### src/sv/bqd_pkg.sv
// ----------------------------------------------------------------------------
// bqd_pkg
// Shared constants for the biquad filter unit: default widths, register map.
// ----------------------------------------------------------------------------
`default_nettype none

package bqd_pkg;

	localparam int DATA_WIDTH_DEF = 24;
	localparam int COEF_WIDTH_DEF = 32;
	localparam int NUM_COEFS      = 5;
	localparam int COEF_INT_BITS  = 4;

	// register indexes, one apb word each
	localparam logic [2:0] REG_B0 = 3'd0;
	localparam logic [2:0] REG_B1 = 3'd1;
	localparam logic [2:0] REG_B2 = 3'd2;
	localparam logic [2:0] REG_A1 = 3'd3;
	localparam logic [2:0] REG_A2 = 3'd4;

endpackage

`default_nettype wire

### src/sv/bqd_sample_if.sv
// ----------------------------------------------------------------------------
// bqd_sample_if
// Valid/ready channel carrying one input sample and its clear flag.
// ----------------------------------------------------------------------------
`default_nettype none

interface bqd_sample_if
	import bqd_pkg::*;
#(
	parameter int DATA_WIDTH = DATA_WIDTH_DEF
);
	logic                         valid;
	logic                         ready;
	logic signed [DATA_WIDTH-1:0] sample_in;
	logic                         clear_state;

	modport source (output valid, output sample_in, output clear_state, input ready);
	modport sink   (input valid, input sample_in, input clear_state, output ready);
endinterface

`default_nettype wire

### src/sv/bqd_result_if.sv
// ----------------------------------------------------------------------------
// bqd_result_if
// Valid/ready channel carrying one filtered output sample.
// ----------------------------------------------------------------------------
`default_nettype none

interface bqd_result_if
	import bqd_pkg::*;
#(
	parameter int DATA_WIDTH = DATA_WIDTH_DEF
);
	logic                         valid;
	logic                         ready;
	logic signed [DATA_WIDTH-1:0] sample_out;

	modport source (output valid, output sample_out, input ready);
	modport sink   (input valid, input sample_out, output ready);
endinterface

`default_nettype wire

### src/sv/biquad_iir_filter_unit.sv
// ----------------------------------------------------------------------------
// biquad_iir_filter_unit
// Second-order iir section, transposed direct form ii, one shared multiplier.
// ----------------------------------------------------------------------------
//  channel    | dir | handshake       | payload
//  -----------+-----+-----------------+-------------------------------------
//  sample_ch  | in  | valid / ready   | sample_in (signed), clear_state
//  result_ch  | out | valid / ready   | sample_out (signed, rounded, saturated)
//  apb        | in  | psel / penable  | coef_b0 b1 b2 a1 a2, signed q3.(W-4)
//
//  each item: accept, then six multiplies/updates on the single
//  shared multiplier (b0*x, b1*x, a1*y, b2*x, a2*y with the adds in between),
//  then a load into the output register.
//  the output register lets a finished result wait; the sequencer stalls in
//  its last step only while that register is still full.
//  reset clears both delays, the control state and sets b0 to 1.0.
// ----------------------------------------------------------------------------
`default_nettype none

module biquad_iir_filter_unit
	import bqd_pkg::*;
#(
	parameter int DATA_WIDTH = DATA_WIDTH_DEF,
	parameter int COEF_WIDTH = COEF_WIDTH_DEF,
	localparam int PDATA_W   = (COEF_WIDTH > 32) ? 64 : 32,
	localparam int ADDR_SH   = (COEF_WIDTH > 32) ? 3 : 2,
	localparam int PADDR_W   = ADDR_SH + $clog2(NUM_COEFS)
) (
	input  wire                 clk,
	input  wire                 arst_n,

	bqd_sample_if.sink          sample_ch,
	bqd_result_if.source        result_ch,

	input  wire                 psel,
	input  wire                 penable,
	input  wire                 pwrite,
	input  wire [PADDR_W-1:0]   paddr,
	input  wire [PDATA_W-1:0]   pwdata,
	output logic [PDATA_W-1:0]  prdata,
	output logic                pready
);

	localparam int ACC_WIDTH = DATA_WIDTH + COEF_WIDTH;
	localparam int COEF_FRAC = COEF_WIDTH - COEF_INT_BITS;
	localparam int IDX_W     = PADDR_W - ADDR_SH;
	localparam int SH_W      = ACC_WIDTH + 2 - COEF_FRAC;

	localparam logic signed [ACC_WIDTH+1:0] ACC_MAX_X = {3'b000, {(ACC_WIDTH-1){1'b1}}};
	localparam logic signed [ACC_WIDTH+1:0] ACC_MIN_X = {3'b111, {(ACC_WIDTH-1){1'b0}}};
	localparam logic signed [SH_W-1:0] DAT_MAX_X =
		{{(SH_W-DATA_WIDTH+1){1'b0}}, {(DATA_WIDTH-1){1'b1}}};
	localparam logic signed [SH_W-1:0] DAT_MIN_X =
		{{(SH_W-DATA_WIDTH+1){1'b1}}, {(DATA_WIDTH-1){1'b0}}};
	localparam logic signed [ACC_WIDTH+1:0] RND_HALF =
		{{(ACC_WIDTH+2-COEF_FRAC){1'b0}}, 1'b1, {(COEF_FRAC-1){1'b0}}};

	typedef enum logic [7:0] {
		S_IDLE = 8'b0000_0001,
		S_B0   = 8'b0000_0010,
		S_Y    = 8'b0000_0100,
		S_A1   = 8'b0000_1000,
		S_D1   = 8'b0001_0000,
		S_B2   = 8'b0010_0000,
		S_D2   = 8'b0100_0000,
		S_PUSH = 8'b1000_0000
	} state_t;

	state_t state_q;

	logic signed [COEF_WIDTH-1:0] coef_b0_q, coef_b1_q, coef_b2_q, coef_a1_q, coef_a2_q;
	logic signed [DATA_WIDTH-1:0] x_q, y_q, out_data_q;
	logic signed [ACC_WIDTH-1:0]  delay_one_q, delay_two_q, prod_q;
	logic signed [ACC_WIDTH:0]    acc_q;
	logic                         out_vld_q;

	logic                         accept, cfg_wr, slot_free;
	logic [IDX_W-1:0]             cfg_idx;
	logic signed [DATA_WIDTH-1:0] mul_a;
	logic signed [COEF_WIDTH-1:0] mul_c;
	logic signed [ACC_WIDTH-1:0]  mul_p;
	logic signed [ACC_WIDTH+1:0]  sum_y, diff;
	logic signed [SH_W-1:0]       y_sh;
	logic signed [DATA_WIDTH-1:0] y_sat;
	logic signed [ACC_WIDTH-1:0]  d_sat;

	// ---------------- configuration port ----------------
	assign pready  = 1'b1;
	assign cfg_idx = paddr[PADDR_W-1:ADDR_SH];
	assign cfg_wr  = psel && penable && pwrite && pready;

	always_ff @(posedge clk or negedge arst_n) begin
		if (!arst_n) begin
			coef_b0_q <= {{(COEF_INT_BITS-1){1'b0}}, 1'b1, {COEF_FRAC{1'b0}}};
			coef_b1_q <= '0;
			coef_b2_q <= '0;
			coef_a1_q <= '0;
			coef_a2_q <= '0;
		end else if (cfg_wr) begin
			case (cfg_idx)
				IDX_W'(REG_B0): coef_b0_q <= pwdata[COEF_WIDTH-1:0];
				IDX_W'(REG_B1): coef_b1_q <= pwdata[COEF_WIDTH-1:0];
				IDX_W'(REG_B2): coef_b2_q <= pwdata[COEF_WIDTH-1:0];
				IDX_W'(REG_A1): coef_a1_q <= pwdata[COEF_WIDTH-1:0];
				IDX_W'(REG_A2): coef_a2_q <= pwdata[COEF_WIDTH-1:0];
				default: ;
			endcase
		end
	end

	always_comb begin
		case (cfg_idx)
			IDX_W'(REG_B0): prdata = PDATA_W'(unsigned'(coef_b0_q));
			IDX_W'(REG_B1): prdata = PDATA_W'(unsigned'(coef_b1_q));
			IDX_W'(REG_B2): prdata = PDATA_W'(unsigned'(coef_b2_q));
			IDX_W'(REG_A1): prdata = PDATA_W'(unsigned'(coef_a1_q));
			IDX_W'(REG_A2): prdata = PDATA_W'(unsigned'(coef_a2_q));
			default:        prdata = '0;
		endcase
	end

	// ---------------- shared multiplier ----------------
	always_comb begin
		case (state_q)
			S_B0:    begin mul_a = x_q; mul_c = coef_b0_q; end
			S_Y:     begin mul_a = x_q; mul_c = coef_b1_q; end
			S_A1:    begin mul_a = y_q; mul_c = coef_a1_q; end
			S_D1:    begin mul_a = x_q; mul_c = coef_b2_q; end
			S_B2:    begin mul_a = y_q; mul_c = coef_a2_q; end
			default: begin mul_a = x_q; mul_c = coef_b0_q; end
		endcase
	end

	assign mul_p = ACC_WIDTH'(mul_a) * ACC_WIDTH'(mul_c);

	// output: round half up, floor shift, clamp to sample range
	assign sum_y = (ACC_WIDTH+2)'(prod_q) + (ACC_WIDTH+2)'(delay_one_q) + RND_HALF;
	assign y_sh  = sum_y[ACC_WIDTH+1:COEF_FRAC];

	always_comb begin
		if (y_sh > DAT_MAX_X)
			y_sat = DAT_MAX_X[DATA_WIDTH-1:0];
		else if (y_sh < DAT_MIN_X)
			y_sat = DAT_MIN_X[DATA_WIDTH-1:0];
		else
			y_sat = y_sh[DATA_WIDTH-1:0];
	end

	// delay update: acc minus feedback product, clamp to accumulator range
	assign diff = (ACC_WIDTH+2)'(acc_q) - (ACC_WIDTH+2)'(prod_q);

	always_comb begin
		if (diff > ACC_MAX_X)
			d_sat = ACC_MAX_X[ACC_WIDTH-1:0];
		else if (diff < ACC_MIN_X)
			d_sat = ACC_MIN_X[ACC_WIDTH-1:0];
		else
			d_sat = diff[ACC_WIDTH-1:0];
	end

	// ---------------- sequencer ----------------
	assign sample_ch.ready = (state_q == S_IDLE);
	assign accept          = sample_ch.valid && sample_ch.ready;
	assign slot_free       = !out_vld_q || result_ch.ready;

	always_ff @(posedge clk or negedge arst_n) begin
		if (!arst_n) begin
			state_q     <= S_IDLE;
			delay_one_q <= '0;
			delay_two_q <= '0;
			out_vld_q   <= 1'b0;
		end else begin
			if (state_q == S_PUSH && slot_free)
				out_vld_q <= 1'b1;
			else if (result_ch.ready)
				out_vld_q <= 1'b0;
			case (state_q)
				S_IDLE: begin
					if (accept) begin
						if (sample_ch.clear_state) begin
							delay_one_q <= '0;
							delay_two_q <= '0;
						end
						state_q <= S_B0;
					end
				end
				S_B0: state_q <= S_Y;
				S_Y:  state_q <= S_A1;
				S_A1: state_q <= S_D1;
				S_D1: begin
					delay_one_q <= d_sat;
					state_q     <= S_B2;
				end
				S_B2: state_q <= S_D2;
				S_D2: begin
					delay_two_q <= d_sat;
					state_q     <= S_PUSH;
				end
				S_PUSH: begin
					if (slot_free)
						state_q <= S_IDLE;
				end
				default: state_q <= S_IDLE;
			endcase
		end
	end

	// datapath registers, no reset needed
	always_ff @(posedge clk) begin
		case (state_q)
			S_IDLE: begin
				if (accept)
					x_q <= sample_ch.sample_in;
			end
			S_B0: prod_q <= mul_p;
			S_Y: begin
				y_q    <= y_sat;
				prod_q <= mul_p;
			end
			S_A1: begin
				acc_q  <= (ACC_WIDTH+1)'(prod_q) + (ACC_WIDTH+1)'(delay_two_q);
				prod_q <= mul_p;
			end
			S_D1: prod_q <= mul_p;
			S_B2: begin
				acc_q  <= (ACC_WIDTH+1)'(prod_q);
				prod_q <= mul_p;
			end
			S_PUSH: begin
				if (slot_free)
					out_data_q <= y_q;
			end
			default: ;
		endcase
	end

	assign result_ch.valid      = out_vld_q;
	assign result_ch.sample_out = out_data_q;

endmodule

`default_nettype wire

### src/flat_wrapper.sv
// flat-port wrapper written by rule: the top's interface ports become plain ports
module biquad_iir_filter_unit_flat import bqd_pkg::*;
#(
	parameter int DATA_WIDTH = DATA_WIDTH_DEF,
	parameter int COEF_WIDTH = COEF_WIDTH_DEF,
	localparam int PDATA_W   = (COEF_WIDTH > 32) ? 64 : 32,
	localparam int ADDR_SH   = (COEF_WIDTH > 32) ? 3 : 2,
	localparam int PADDR_W   = ADDR_SH + $clog2(NUM_COEFS)
)
  (clk, arst_n, psel, penable, pwrite, paddr, pwdata, prdata, pready, sample_ch_valid, sample_ch_sample_in, sample_ch_clear_state, sample_ch_ready, result_ch_valid, result_ch_sample_out, result_ch_ready);
  bqd_sample_if #(.DATA_WIDTH(DATA_WIDTH)) sample_ch_i ();
  bqd_result_if #(.DATA_WIDTH(DATA_WIDTH)) result_ch_i ();
  input  wire clk;
  input  wire arst_n;
  input  wire psel;
  input  wire penable;
  input  wire pwrite;
  input  wire [PADDR_W-1:0] paddr;
  input  wire [PDATA_W-1:0] pwdata;
  output logic [PDATA_W-1:0] prdata;
  output logic pready;
  input wire logic [$bits(sample_ch_i.valid)-1:0] sample_ch_valid;
  input wire logic [$bits(sample_ch_i.sample_in)-1:0] sample_ch_sample_in;
  input wire logic [$bits(sample_ch_i.clear_state)-1:0] sample_ch_clear_state;
  output wire logic [$bits(sample_ch_i.ready)-1:0] sample_ch_ready;
  output wire logic [$bits(result_ch_i.valid)-1:0] result_ch_valid;
  output wire logic [$bits(result_ch_i.sample_out)-1:0] result_ch_sample_out;
  input wire logic [$bits(result_ch_i.ready)-1:0] result_ch_ready;
  assign sample_ch_i.valid = sample_ch_valid;
  assign sample_ch_i.sample_in = sample_ch_sample_in;
  assign sample_ch_i.clear_state = sample_ch_clear_state;
  assign sample_ch_ready = sample_ch_i.ready;
  assign result_ch_valid = result_ch_i.valid;
  assign result_ch_sample_out = result_ch_i.sample_out;
  assign result_ch_i.ready = result_ch_ready;
  biquad_iir_filter_unit #(.DATA_WIDTH(DATA_WIDTH), .COEF_WIDTH(COEF_WIDTH)) u_core (.clk(clk), .arst_n(arst_n), .sample_ch(sample_ch_i), .result_ch(result_ch_i), .psel(psel), .penable(penable), .pwrite(pwrite), .paddr(paddr), .pwdata(pwdata), .prdata(prdata), .pready(pready));
endmodule
### config.mk
export PLATFORM = sky130hd
export DESIGN_NAME = biquad_iir_filter_unit_flat
export DESIGN_NICKNAME = d
export VERILOG_FILES = /design/src/sv/bqd_pkg.sv /design/src/sv/bqd_sample_if.sv /design/src/sv/bqd_result_if.sv /design/src/sv/biquad_iir_filter_unit.sv /design/src/flat_wrapper.sv
export SDC_FILE = /design/constraint.sdc
export NUM_CORES = 2
export LEC_CHECK = 0
export BUFFER_PORTS_ARGS = -buffer_cell sky130_fd_sc_hd__buf_2
export CAP_MARGIN = 40
export CORE_ASPECT_RATIO = 0.6
export CORE_UTILIZATION = 70
export DETAILED_ROUTE_END_ITERATION = 7
export PLACE_DENSITY = 0.94
export RECOVER_POWER = 50
export SKIP_CTS_REPAIR_TIMING = 1
export SLEW_MARGIN = 25
export SYNTH_ARGS = -nofsm -noshare
export SYNTH_HDL_FRONTEND = slang
export SYNTH_SLANG_ARGS = --single-unit
### constraint.sdc
create_clock -name clk -period 27.8 [get_ports clk]
set_clock_uncertainty 0.15 [all_clocks]
set_input_delay 6.95 -clock clk [delete_from_list [all_inputs] [get_ports clk]]
set_output_delay 6.95 -clock clk [all_outputs]
set_load 0.005 [all_outputs]
==> impl_results.md <==
* Cell count after synthesis at 5,790
* Placer congestion estimate at around 1.0
* Row count at 79
* Clock Tree Buf Depth at 3
* Synth top area cells: fa_1, dfrtp_1, edfxtp_1, ha_1, inv_1
* Die Area at 79,700 sq um
* Final Cycle Share at approximately 69%
* Syn Area/Cell at 9.49 sq um
* Area growth, synth to finish at 6.55%
* Max FO, Critical Path at 45
* Failing checks: DRC, capacitance limit, slew limit
* Area after DPL at 57,000 sq um
* First-pass DRT Iterations at 8
* Unrepaired setup endpoints after global routing: false
* Final ANT Viol Nets at 0
* Crit-path most repeated cell: fa_1
* First-pass GRT wire length at 280,000 microns
* Yosys warns at 0
* Critical path startpoint category: register
* Area leader, netlist: fa_1
* Cell Area, Synth at around 55,000 sq um
* Final instance area at 58,600 sq um
* Non-Filler Instances at 6,910
* Post-route DRC at 105
* CP Buf/Inv Count at 7
* Clk sinks at 466
* Clock root buffer: clkbuf_16
* Vias at between 40k and 50k
* Syn nets at between 6k and 7k
* Pins Over Slew Limit at a little under 900
* Crit-path max cell delay at 2.34 ns
* HP Class: register to register
* H-tree levels at 2
* Post-synth top area share at 28.6%
* IO Count at roughly 130
* Top_reg_cell synth: dfrtp_1
* Inst Count DP at 6,809
* Via density at between 6 and 7
* Input/output buffers at 124
* Slew @ Worst Pin at 8.49 ns
* Crit path required time at around 28 ns
* Dpl ws at about 11 ns
* Die H at 219 microns
* Iteration-0 DRC Markers at 7,872
* CP max-delay cell: clkbuf_1
* Total gr overflow at 0
* Critical path arrival at roughly 19 ns
* Post-route setup slack at 8.65 ns
* Slew headroom at -466%
* Nets at 6,989
* Critical path class: register to register
* EDFF count, synth at between 150 and 200
* Final TNS setup at 0 ns
* Yosys reg bits at 466
* Asr flop ratio synth at roughly three fifths
* Antenna violations before repair at 13
* Final setup violation count at 0
* Post-synth cell types at slightly above 90
* Sequential element share of the synthesized area at between 20% and 30%
* Worst setup EP type: register
* Register clock-pin slew on the reported worst setup and hold paths at ~0.070 ns
* Drt wl/cell at 27.1 microns
* Top cell family by delay on the critical path: buffers and inverters
* Clk_lat worst skew at 0.67 ns
* Core box area at a little under 80,000 sq um
* Final wirelength at 187,000 microns
* Detailed placement HPWL at 135,000 microns
* Fin crit period at 19.15 ns
* Pin count of the biggest net entering global routing at 147
* Starting Density at 70.9%
* Die width at 364 microns
* Fmax at 52.2 MHz
* Number of fill cells at 4,913
* CTS tree: done
* Max Cap Viol at 20
* Status: complete, but fails checks
* Vias in the first global route at just under 50k
* CTS Buf Count at 45
* Final hold violation count at 0
* Layout cells sized above 1 at a little under a tenth
* Total track usage at 47.1%
kinds of logic after synthesis:
| logic type | synth area share, % |
|---|---|
| adders and majority gates | 35.8 |
| muxes | 4.67 |
| xor gates and xnor gates | 3.15 |
| other | 0.00682 |
| buffers and inverters | 7.96 |
| DFF | 22.9 |
| and+or+nand+nor | 12.4 |
| AOI/OAI and AO/OA | 13.1 |
cell usage in the layout (no fill, tap or decap), types with 18 or more instances in the layout:
cell type and count:
xnor2_1 122, a31oi_1 33, dfrtp_1 279, ha_1 319, and3_1 31, a21oi_1 260, nand2b_1 53, o211ai_1 18
and2_1 26, buf_4 75, nor2_1 588, nor3_1 35, nand4_1 43, mux2i_1 42, o22ai_1 39, nand3_1 66
o21ai_0 145, a221o_1 58, inv_1 891, xor2_1 76, o21a_1 43, fa_1 785, a211oi_1 19, a22oi_1 96
nand2_1 612, buf_2 117, edfxtp_1 185, nor2b_1 36, a31o_2 19, a21o_1 169, clkbuf_16 46, o21bai_1 32
mux2_2 177, clkbuf_1 29
cell type report:
class,instances,area [sq um],share of cell area (%)
multi-input cells,4170,38200,65.2
flip-flops and latches,466,12600,21.5
inverters,893,3350,5.72
repair buffers,240,1580,2.69
well taps,1053,1320,2.25
clock buffers,58,1290,2.20
clock inverters,23,229,0.391
diodes,7,17.5,0.0299
synth_stat cells, drive strengths merged, types with 6 or more instances:
cell,count
dfrtp,279
nor2,591
edfxtp,185
a311oi,6
o211ai,18
mux2,178
nand4,43
nor2b,38
o21ai,163
nand2b,53
a31o,19
o21bai,32
o21a,43
or2,8
or3,14
xnor2,122
nand2,612
and2,26
fa,785
ha,319
mux2i,56
nor4,10
a31oi,35
xor2,76
a21oi,278
a211o,11
inv,891
o22ai,39
a22oi,96
a21o,169
a221o,58
clkbuf,231
a211oi,21
buf,30
a2111oi,14
and4,6
nand3,67
and3,32
nor3,37
o31ai,15
nor3b,12
through the flow:
step / util (%) / hold slack [ns]
global route: 75.5 / 0.318
global placement: 73.3 / 0.274
floorplan: - / 0.270
detailed placement: 73.5 / 0.299
finish: 75.5 / 0.310
CTS: 75.4 / 0.305
worst paths after layout:
kind | cells past startpoint | slack, ns | startpoint | to
worst max-delay path | 32 | 8.65 | u_core.state_q[2]$_DFFE_PN0P_ | u_core.prod_q[55]$_DFFE_PP_
worst min-delay path | 0 | 0.31 | u_core.y_q[23]$_SDFFCE_PN0N_ | u_core.result_ch.sample_out[23]$_DFFE_PP_
worst min register to register | 0 | 0.31 | u_core.y_q[23]$_SDFFCE_PN0N_ | u_core.result_ch.sample_out[23]$_DFFE_PP_
min in group asynchronous | 1 | 7.28 | arst_n | u_core.coef_b1_q[12]$_DFFE_PN0P_
max in group asynchronous | 2 | 10.58 | arst_n | u_core.delay_one_q[50]$_DFFE_PN0P_
worst max register to register | 32 | 8.65 | u_core.state_q[2]$_DFFE_PN0P_ | u_core.prod_q[55]$_DFFE_PP_
worst register-to-register path, delay by kind of cell, from the launching register on:
kind                       cells  cell delay (ns)
buffers and inverters          7             7.69
adders and majority gates      8             4.07
and+or+nand+nor                8             3.34
AOI/OAI and AO/OA              7             2.38
muxes                          1             0.56
DFF                            1             0.44
xor gates and xnor gates       1             0.31
layer usage:
metal / global-route usage, % / wire length (microns) / part of all wire [%]
met1: 61.5 / 64100 / 34
met2: 63.6 / 72700 / 39
met3: 25.4 / 37500 / 20
met4: 22.7 / 12400 / 6.6
met5: 0.184 / 456 / 0.24
flip-flops by register name (all words and copies together) (netlist names):
name,cells
u_core.coef_b2_q,32
u_core.y_q,24
u_core.result_ch.sample_out,24
u_core.coef_a2_q,32
u_core.acc_q,57
u_core.delay_two_q,56
u_core.coef_b0_q,32
u_core.prod_q,56
u_core.coef_a1_q,32
u_core.result_ch.valid,1
u_core.state_q,8
u_core.delay_one_q,56
u_core.x_q,24
u_core.coef_b1_q,32
Power is left out: the tool's default activity adds up to more than one toggle a clock period on the data nets, which glitch-free logic cannot reach.
